`config.mk`:
```
export PLATFORM = sky130hd
export DESIGN_NAME = mddm_ctrl
export DESIGN_NICKNAME = d
export VERILOG_FILES = /design/src/hdl/mddm_pkg.sv /design/src/hdl/mddm_ctrl.sv
export SDC_FILE = /design/constraint.sdc
export NUM_CORES = 1
export LEC_CHECK = 0
export BUFFER_PORTS_ARGS = -buffer_cell sky130_fd_sc_hd__buf_4
export CAP_MARGIN = 20
export CORE_AREA = 5 5 47 49
export CTS_BUF_LIST = sky130_fd_sc_hd__clkbuf_4
export DETAILED_ROUTE_END_ITERATION = 16
export DIE_AREA = 0 0 52 54
export GPL_TIMING_DRIVEN = 0
export PLACE_DENSITY = 0.68
export SLEW_MARGIN = 10
export SYNTH_ARGS = -nofsm -noshare
export SYNTH_HDL_FRONTEND = slang
export SYNTH_SLANG_ARGS = --single-unit
```
`constraint.sdc`:
```
create_clock -name i_clk -period 3.1 [get_ports i_clk]
set_clock_uncertainty 0.05 [all_clocks]
set_input_delay 0.31 -clock i_clk [delete_from_list [all_inputs] [get_ports i_clk]]
set_output_delay 0.31 -clock i_clk [all_outputs]
set_load 0.02 [all_outputs]
```
`src/hdl/mddm_pkg.sv`:
```
`timescale 1ns / 1ps

package mddm_pkg;

    localparam int NUM_CH     = 7;
    localparam int FIRST_REAR = 5;
    localparam int CH_W       = 3;

    localparam int SAMPLE_W   = 24;
    localparam int CFG_W      = 17;
    localparam int CFG_IDX_W  = 3;
    localparam int GAIN_W     = 17;
    localparam int DLONG_W    = 12;
    localparam int DSHORT_W   = 10;
    localparam int SHELF_W    = 15;
    localparam int ALPHA_W    = 16;

    localparam logic [SHELF_W-1:0] SHELF_RESET = 15'd8192;

    // Lowpass state carries 8 extra fraction bits below the sample LSB.
    localparam int EXT_BITS   = 8;
    localparam int LP_W       = 32;
    localparam int DIFF_W     = 33;
    localparam int SUM_W      = 36;
    localparam int PROD_W     = 54;
    localparam int MIX_W      = 31;

    localparam int ALPHA_SHIFT = 16;
    localparam int SHELF_SHIFT = 13;
    localparam int FRONT_SHIFT = 16;
    localparam int REAR_SHIFT  = 25;

    typedef enum logic [CFG_IDX_W-1:0] {
        CFG_DIFFUSION_GAIN = 3'd0,
        CFG_DELAY_LONG     = 3'd1,
        CFG_DELAY_SHORT    = 3'd2,
        CFG_SHELF_GAIN     = 3'd3,
        CFG_SHELF_ALPHA    = 3'd4
    } t_cfg_idx;

    typedef enum logic [3:0] {
        ST_IDLE,
        ST_RD_LONG,
        ST_CAP_LONG,
        ST_CAP_SHORT,
        ST_MUL_ALPHA,
        ST_LP_UPD,
        ST_MUL_SHELF,
        ST_SHELF,
        ST_MUL_GAIN,
        ST_MIX,
        ST_DONE
    } t_state;

    typedef enum logic [1:0] {
        MUL_GAIN,
        MUL_ALPHA,
        MUL_SHELF
    } t_mul_op;

    typedef struct packed {
        logic            idle;
        logic [CH_W-1:0] ch;
        logic            mem_wr;
        logic            rd_short;
        logic            cap_long;
        logic            cap_short;
        logic            mul_en;
        t_mul_op         mul_op;
        logic            lp_upd;
        logic            shelf_add;
        logic            mix;
        logic            finish;
    } t_ctrl;

    typedef struct packed {
        logic signed [SAMPLE_W-1:0] in_ch0;
        logic signed [SAMPLE_W-1:0] in_ch1;
        logic signed [SAMPLE_W-1:0] in_ch2;
        logic signed [SAMPLE_W-1:0] in_ch3;
        logic signed [SAMPLE_W-1:0] in_ch4;
        logic signed [SAMPLE_W-1:0] in_rear5;
        logic signed [SAMPLE_W-1:0] in_rear6;
        logic                       end_of_block;
    } t_in;

    typedef struct packed {
        logic signed [SAMPLE_W-1:0] out_ch0;
        logic signed [SAMPLE_W-1:0] out_ch1;
        logic signed [SAMPLE_W-1:0] out_ch2;
        logic signed [SAMPLE_W-1:0] out_ch3;
        logic signed [SAMPLE_W-1:0] out_ch4;
        logic signed [SAMPLE_W-1:0] out_rear5;
        logic signed [SAMPLE_W-1:0] out_rear6;
        logic                       block_done;
    } t_out;

endpackage

```
`src/hdl/mddm_ctrl.sv`:
```
`timescale 1ns / 1ps

module mddm_ctrl
    import mddm_pkg::*;
(
    input  logic  i_clk,
    input  logic  i_rst_n,
    input  logic  i_start,
    input  logic  i_out_free,
    output t_ctrl o_ctrl
);

    t_state          r_state;
    t_state          n_state;
    logic [CH_W-1:0] r_ch;
    logic [CH_W-1:0] n_ch;
    logic            rear;
    logic            last;

    assign rear = (r_ch >= CH_W'(FIRST_REAR));
    assign last = (r_ch == CH_W'(NUM_CH - 1));

    always_ff @(posedge i_clk) begin
        if (!i_rst_n) begin
            r_state <= ST_IDLE;
            r_ch    <= '0;
        end else begin
            r_state <= n_state;
            r_ch    <= n_ch;
        end
    end

    always_comb begin
        n_state = r_state;
        n_ch    = r_ch;
        case (r_state)
            ST_IDLE: begin
                if (i_start) begin
                    n_state = ST_RD_LONG;
                    n_ch    = '0;
                end
            end
            ST_RD_LONG:   n_state = ST_CAP_LONG;
            ST_CAP_LONG:  n_state = rear ? ST_CAP_SHORT : ST_MUL_GAIN;
            ST_CAP_SHORT: n_state = ST_MUL_ALPHA;
            ST_MUL_ALPHA: n_state = ST_LP_UPD;
            ST_LP_UPD:    n_state = ST_MUL_SHELF;
            ST_MUL_SHELF: n_state = ST_SHELF;
            ST_SHELF:     n_state = ST_MUL_GAIN;
            ST_MUL_GAIN:  n_state = ST_MIX;
            ST_MIX: begin
                if (last) begin
                    n_state = ST_DONE;
                end else begin
                    n_state = ST_RD_LONG;
                    n_ch    = r_ch + CH_W'(1);
                end
            end
            ST_DONE: begin
                if (i_out_free) begin
                    n_state = ST_IDLE;
                end
            end
            default: n_state = ST_IDLE;
        endcase
    end

    always_comb begin
        o_ctrl        = '0;
        o_ctrl.ch     = r_ch;
        o_ctrl.mul_op = MUL_GAIN;
        case (r_state)
            ST_IDLE:      o_ctrl.idle = 1'b1;
            ST_RD_LONG:   o_ctrl.mem_wr = 1'b1;
            ST_CAP_LONG: begin
                o_ctrl.cap_long = 1'b1;
                o_ctrl.rd_short = 1'b1;
            end
            ST_CAP_SHORT: o_ctrl.cap_short = 1'b1;
            ST_MUL_ALPHA: begin
                o_ctrl.mul_en = 1'b1;
                o_ctrl.mul_op = MUL_ALPHA;
            end
            ST_LP_UPD:    o_ctrl.lp_upd = 1'b1;
            ST_MUL_SHELF: begin
                o_ctrl.mul_en = 1'b1;
                o_ctrl.mul_op = MUL_SHELF;
            end
            ST_SHELF:     o_ctrl.shelf_add = 1'b1;
            ST_MUL_GAIN: begin
                o_ctrl.mul_en = 1'b1;
                o_ctrl.mul_op = MUL_GAIN;
            end
            ST_MIX:       o_ctrl.mix = 1'b1;
            ST_DONE:      o_ctrl.finish = 1'b1;
            default:      o_ctrl.idle = 1'b0;
        endcase
    end

endmodule

```
# After elaboration in Yosys (flattened, before gate mapping)
# Cells that the tools add are included.
# word_totals
ff_bits	7
input_bits	4
# op_classes
n_eq_ne	14
n_mux	17
n_reduce_logical	4
order_cmp	1
addsub	1
# ops
op	n
4-bit one-hot mux with 11 select lines	1
4-bit by 3-bit equality test with 1-bit output, second input constant	4
4-bit two-way mux	4
4-bit equality test, second input constant	3
3-bit one-hot mux with 3 select lines	1
4-bit by 2-bit equality test with 1-bit output, second input constant	2
1-bit two-way mux	7
3-bit two-way mux	2
2-bit != test, second input constant	3
3-bit one-hot mux with 2 select lines	1
4-bit by 1-bit equality test with 1-bit output, second input constant	1
4-bit zero test	1
3-bit by 1-bit adder with 3-bit output, second input constant	1
3-bit equality test, second input constant	1
3-bit greater-or-equal comparator, second input constant	1
3-bit AND reduction	1
2-bit two-way mux	1
2-bit AND reduction	1
2-bit nonzero test	1

# Longest topological paths before layout
# Gate-level depths: netlist of run 1.
# depth
ltp_word	3
mapped_depth	6
ltp_nobuf	6

# Worst setup path after synthesis of run 1
# OpenSTA, ideal clock, no wires.
# synth_path
path_type	register -> output
from	register r_state[0]
to	output port o_ctrl[9] (netlist name)
path_stages_with_launch	4
arrival_ns	1.407
path_slack_ns	1.333
path_cell_list	dfxtp_1 > buf_2 > nor3_1 > buf_4
# synth_rtl
item	line_no	rtl
start: declaration	mddm_ctrl.sv:13	t_state r_state;
start signal: assignment	mddm_ctrl.sv:28	r_state <= n_state;
end: declaration	mddm_ctrl.sv:10	output t_ctrl o_ctrl

==> impl_metrics.json, run 1 <==
{
  "status": "finished clean",
  "ant_nets": 0,
  "regArea_sq_um": 140.1,
  "fin_nets": 103,
  "power_density_mw_per_mm2": 484.5,
  "synth-edff-count": 0,
  "grt_first_pass_wirelength_um": 2235,
  "htreeDepth": 1,
  "max_slew_margin_pct": 72.24,
  "post-place-ws_ps": 1530,
  "p_leak_nw": 0.3503,
  "required_ps": 2740,
  "ir_drop_uv": 191.9,
  "r2r_cells": 6,
  "die_h_um": 54,
  "fin_util_pct": 42.38,
  "final_common_cell": "buf_4",
  "multiInputGateArea_sq_um": 385.4,
  "hp-class": "in2reg",
  "reg2reg_slack_ps": 1530,
  "yosysUniqueCellTypes": 32,
  "grt_pass1_vias": 542,
  "rsz0062_at_grt": "false",
  "cts_buffer_depth": 2,
  "startpoint": "r_state[0]",
  "ctsHoldBuffers": 0,
  "port_buffers": 17,
  "fin_crit_ps": 1852,
  "hold_violations": 0,
  "die_w_um": 52,
  "yosys_warnings": 0,
  "r2r-end": "r_state[0]",
  "routedWlPerCell_um": 11.34,
  "worst_pin_slew_ps": 412.9,
  "grt_usage_pct": 10.93,
  "async_flop_share_pct": 0,
  "layout_common_cells": "buf_4, nand2_1, nor2_1, dfxtp_1",
  "slew_violations": 0,
  "startpoint_type": "register",
  "numCtsBuffers": 3,
  "postSynthCellCount": 74,
  "grt_max_degree": 11,
  "grt-ovfl-total": 0,
  "cts_setup_buffers": 0,
  "syn-mean-instance-area_sq_um": 7.845,
  "n_fill_cell": 194,
  "first_pass_iters": 4,
  "finalSetupTns_ps": 0,
  "cts.sinks": 7,
  "diodes": 0,
  "initial_core_util_pct": 31.87,
  "synth_seq_cells": 7,
  "finalWorstSetupSlack_ps": 1248,
  "drt_iter0_markers": 11,
  "gp_congestion": 0.7885,
  "critPathArrivalTime_ps": 1490,
  "row_count": 16,
  "seq_area_frac_synth_pct": 24.14,
  "core_area_sq_mm": 0.001822,
  "dr_total_vias": 574,
  "ios": 19,
  "drv_cap": 0,
  "drive_above_1_share_pct": 32.63,
  "hpwl_um": 1074,
  "dieArea_sq_mm": 0.002808,
  "setup-violations-final": 0,
  "crit_type": "reg2out",
  "endpoint": "o_ctrl[9]",
  "timing.rr.start": "r_ch[1]",
  "drc": 0,
  "syn_area_sq_um": 580.6,
  "viasPerCell": 4.705,
  "cts_tree": "built",
  "clk_latency_ps": 250,
  "critPathMaxFanout": 10,
  "synth_flop_cell": "dfxtp_1",
  "syn2layout_area_growth_pct": 32.97,
  "synthesis.nets": 81,
  "post_cts_resized": 0,
  "finalWirelength_um": 1383,
  "fmax_ghz": 0.5400,
  "cp-end-kind": "output pin",
  "cts-root-buf": "clkbuf_4",
  "antenna_found_initial": 0,
  "path_clk_slew_ps": 50,
  "fin_crit_sh_pct": 59.73
}
==> how the worst min path moves through the flow <==
stage,from,endpoint,slack (ps),cells past startpoint
after detailed placement,r_ch[1],r_ch[1],480,2
after floorplan,i_start,r_state[0],410,2
after global routing,i_start,r_state[0],320,3
after CTS,i_start,r_state[0],280,3
final,i_start,r_state[0],290,3
after global placement,r_ch[1],r_ch[1],480,2
==> worst max-delay path, stage by stage (launching register included) <==
cell     delay (ps)
dfxtp_1         380
buf_2           210
nor3_1          340
buf_4           180
buf_4           130
==> through the flow <==
step / cell area, sq um / instances / hold slack [ps] / total power [mW]
floorplan: 580.6 / 74 / 415.0 / 0.2327
global placement: 742.0 / 118 / 475.5 / 0.2814
detailed placement: 742.0 / 118 / 480.6 / 0.2835
CTS: 772.0 / 122 / 283.1 / 0.3781
global route: 772.0 / 122 / 320.9 / 0.3944
finish: 772.0 / 122 / 294.3 / 0.3740
==> report_power, final <==
group	switching (mW)	total [mW]	internal, mW
Sequential	0.0136	0.113	0.0992
Combinational	0.0963	0.168	0.0722
Clock	0.0348	0.0928	0.0579
Total	0.145	0.374	0.229
==> cell type report <==
cell class	instances	share of cell area, %
multi-input combinational	57	49.92
timing repair buffer	17	16.53
buffer	5	4.700
tap	27	4.376
clock buffer	4	3.890
sequential	7	18.15
inverter	5	2.431
==> layer usage <==
| metal | GRT usage [%] | part of all wire (%) | wire [um] |
|---|---|---|---|
| met5 | 0 | 0 | 0 |
| met4 | 9.170 | 2.8 | 39 |
| met3 | 2.216 | 6.7 | 92 |
| met2 | 15.90 | 43 | 596 |
| met1 | 13.74 | 47 | 654 |
==> cell families (layout without fill, tap and decap cells) <==
logic type,after synthesis,count (layout),share of synthesized area [%]
XOR/XNOR,1,1,1.509
multiplexers,1,1,1.724
buffers and inverters,10,31,9.482
adder cells (fa/ha/maj),3,3,6.466
AND/OR/NAND/NOR,37,37,39.87
AO/OA/AOI/OAI,15,15,16.81
flip-flops,7,7,24.14
==> state kept, by name (all words and copies together), names as in the netlist <==
name	count
r_ch	3
r_state	4
==> cells in the mapped netlist (2+ instances only) <==
cell | instances | area share (%)
nand2_1 | 9 | 5.8
dfxtp_1 | 7 | 24
nor2_1 | 7 | 4.5
a21oi_1 | 5 | 4.3
inv_1 | 5 | 3.2
nand2b_1 | 5 | 5.4
nand3_1 | 4 | 3.4
ha_1 | 3 | 6.5
nor3_1 | 3 | 2.6
buf_2 | 2 | 1.7
buf_4 | 2 | 2.6
o22ai_1 | 2 | 2.2
(Power assumes the default switching activity.)
==> inputs of run 2 (changes only) <==
--- a/config.mk
+++ b/config.mk
@@ -12,7 +12,7 @@
 export DETAILED_ROUTE_END_ITERATION = 16
 export DIE_AREA = 0 0 52 54
 export GPL_TIMING_DRIVEN = 0
-export PLACE_DENSITY = 0.68
+export PLACE_DENSITY = 0.7
 export SLEW_MARGIN = 10
 export SYNTH_ARGS = -nofsm -noshare
 export SYNTH_HDL_FRONTEND = slang
==> constraint.sdc (replaced) <==
create_clock -name i_clk -period 1.5 [get_ports i_clk]
set_clock_uncertainty 0.05 [all_clocks]
set_input_delay 0.15 -clock i_clk [delete_from_list [all_inputs] [get_ports i_clk]]
set_output_delay 0.15 -clock i_clk [all_outputs]
set_load 0.02 [all_outputs]
==> run 2 against run 1 <==
Effect of this change: clock power increased by 120%; first-iteration DRC count is 55% lower; routed wire length up 6.7%; setup slack worse by 1300 ps; critical path type unchanged; utilization rose by 5.1 points; global-route usage is 1.1 points higher; register-to-register slack got worse by 1400 ps; worst hold slack got worse by 190 ps; die area is the same; largest power group unchanged; the run now ends with setup timing left; total power up 130%; sequential cell count stayed put.
==> impl_metrics.json, run 2 (synthesized netlist as in run 1, its figures left out) <==
{
  "worst_path_largest_cell_delay_ps": 400,
  "die_h_um": 54,
  "grt_first_pass_wirelength_um": 2490,
  "numCtsBuffers": 3,
  "htreeDepth": 1,
  "drv_cap": 0,
  "worst_pin_slew_ps": 258.8,
  "drive_above_1_share_pct": 47.47,
  "path_cells": "or3b_4, a21oi_2, buf_4",
  "slew_violations": 0,
  "first_pass_iters": 4,
  "core_area_sq_mm": 0.001822,
  "grt_usage_pct": 12.02,
  "n_fill_cell": 172,
  "cts-root-buf": "clkbuf_4",
  "max_slew_margin_pct": 82.72,
  "drt_iter0_markers": 5,
  "switching_share_pct": 38.91,
  "critPathArrivalTime_ps": 1310,
  "layout_common_cells": "buf_4, nand2_1, nor2_1",
  "power_frac_comb_pct": 47.7,
  "gp_congestion": 0.7573,
  "final_common_cell": "buf_4",
  "worst-path-buf-inv": 1,
  "cts_tree": "built",
  "finalSetupTns_ps": -12.95,
  "status": "finished, violations left",
  "stdcell_area_sq_um": 864.6,
  "critPathMaxFanout": 5,
  "seq_power_share_pct": 28.4,
  "fin_crit_sh_pct": 100.9,
  "path_clk_slew_ps": 60,
  "hp-class": "in2reg",
  "post-place-ws_ps": -19.36,
  "finalWorstSetupSlack_ps": -12.95,
  "power.total_mw": 0.8638,
  "fmax_ghz": 0.6610,
  "setup-violations-final": 1,
  "cp-end-kind": "output pin",
  "grt_pass1_vias": 604,
  "row_count": 16,
  "p_leak_nw": 0.3727,
  "hpwl_um": 1071,
  "startpoint_type": "register",
  "grt_max_degree": 11,
  "die_w_um": 52,
  "drc": 0,
  "initial_core_util_pct": 31.87,
  "ir_drop_uv": 631.9,
  "dr_total_vias": 595,
  "fin_nets": 107,
  "grt-ovfl-total": 0,
  "diodes": 0,
  "dieArea_sq_mm": 0.002808,
  "routedWlPerCell_um": 11.71,
  "crit_family": "simple AND/OR/NAND/NOR gates",
  "power_density_mw_per_mm2": 999.1,
  "clk_latency_ps": 270,
  "viasPerCell": 4.722,
  "required_ps": 1300,
  "cts_buffer_depth": 2,
  "dpl-instance-area_sq_um": 748.2,
  "port_buffers": 17,
  "finalWirelength_um": 1476,
  "p_int_mw": 0.5277,
  "slowest_stage": "or3b_4",
  "syn2layout_area_growth_pct": 48.92,
  "violations": "setup timing",
  "ctsHoldBuffers": 0,
  "regMostFlops": "r_state",
  "crit_type": "reg2out",
  "cts.sinks": 7,
  "top_regs": "r_state x4, r_ch x3",
  "largest_reg_flops": 4,
  "rsz0062_at_grt": "true",
  "p_clk_share_pct": 23.9,
  "ant_nets": 0,
  "antenna_found_initial": 0,
  "ios": 19,
  "fin_crit_ps": 1513,
  "hold_violations": 0,
  "p_sw_mw": 0.3361
}
run 2: final timing paths:
| check | from | end | slack [ps] | cells after the start |
|---|---|---|---|---|
| max reg2reg | r_ch[0] | r_ch[0] | 100 | 6 |
| min | i_start | r_state[0] | 100 | 3 |
| max | r_state[2] | o_ctrl[6] | -10 | 3 |
| min reg2reg | r_ch[1] | r_ch[1] | 470 | 2 |
run 2: power groups by stage:
stage	sequential, mW	combinational [mW]	clock [mW]
4_1_cts	0.243	0.360	0.211
3_5_place_dp	0.237	0.353	0
5_1_grt	0.250	0.444	0.221
3_3_place_gp	0.236	0.348	0
6_report	0.245	0.412	0.206
2_1_floorplan	0.231	0.253	0
run 2: final cells by class:
type,instances,area (sq um),share of cell area (%)
buffer,4,30.03,3.473
timing repair buffer,22,168.9,19.54
inverter,5,18.77,2.171
clock buffer,4,30.03,3.473
multi-input combinational,57,427.9,49.49
tap,27,33.78,3.907
sequential,7,155.1,17.95
run 2: through the flow:
step	utilization, %	hold slack (ps)	cells
after global routing	47.46	135.4	126
after CTS	44.57	100.3	124
after detailed placement	41.07	399.7	118
after floorplan	-	255.0	74
final	47.46	103.8	126
after global placement	41.07	384.7	118
run 2: layer usage:
metal  vias up  part of all wire [%]  global-route usage (%)
li1        307                     -                       -
met1       269                    43                   14.03
met2        17                    48                   19.67
met3         2                   6.5                   2.770
met4         0                   1.8                   7.860
met5         -                     0                       0
run 2: worst reg2reg max path, cell delays in order (launching register included):
cell     delay [ps]
dfxtp_2         410
inv_1            60
ha_1            210
nand2_1         160
nand3_1         120
a21oi_2         180
o22ai_1         100
run 2: what timing repair did:
action | in CTS | in global routing
gates cloned | 0 | 0
pin swaps | 2 | 3
endpoints found under the setup margin | 8 | 8
resized for setup | 9 | 10
hold endpoints to repair | 0 | 0
setup buffers | 3 | 2
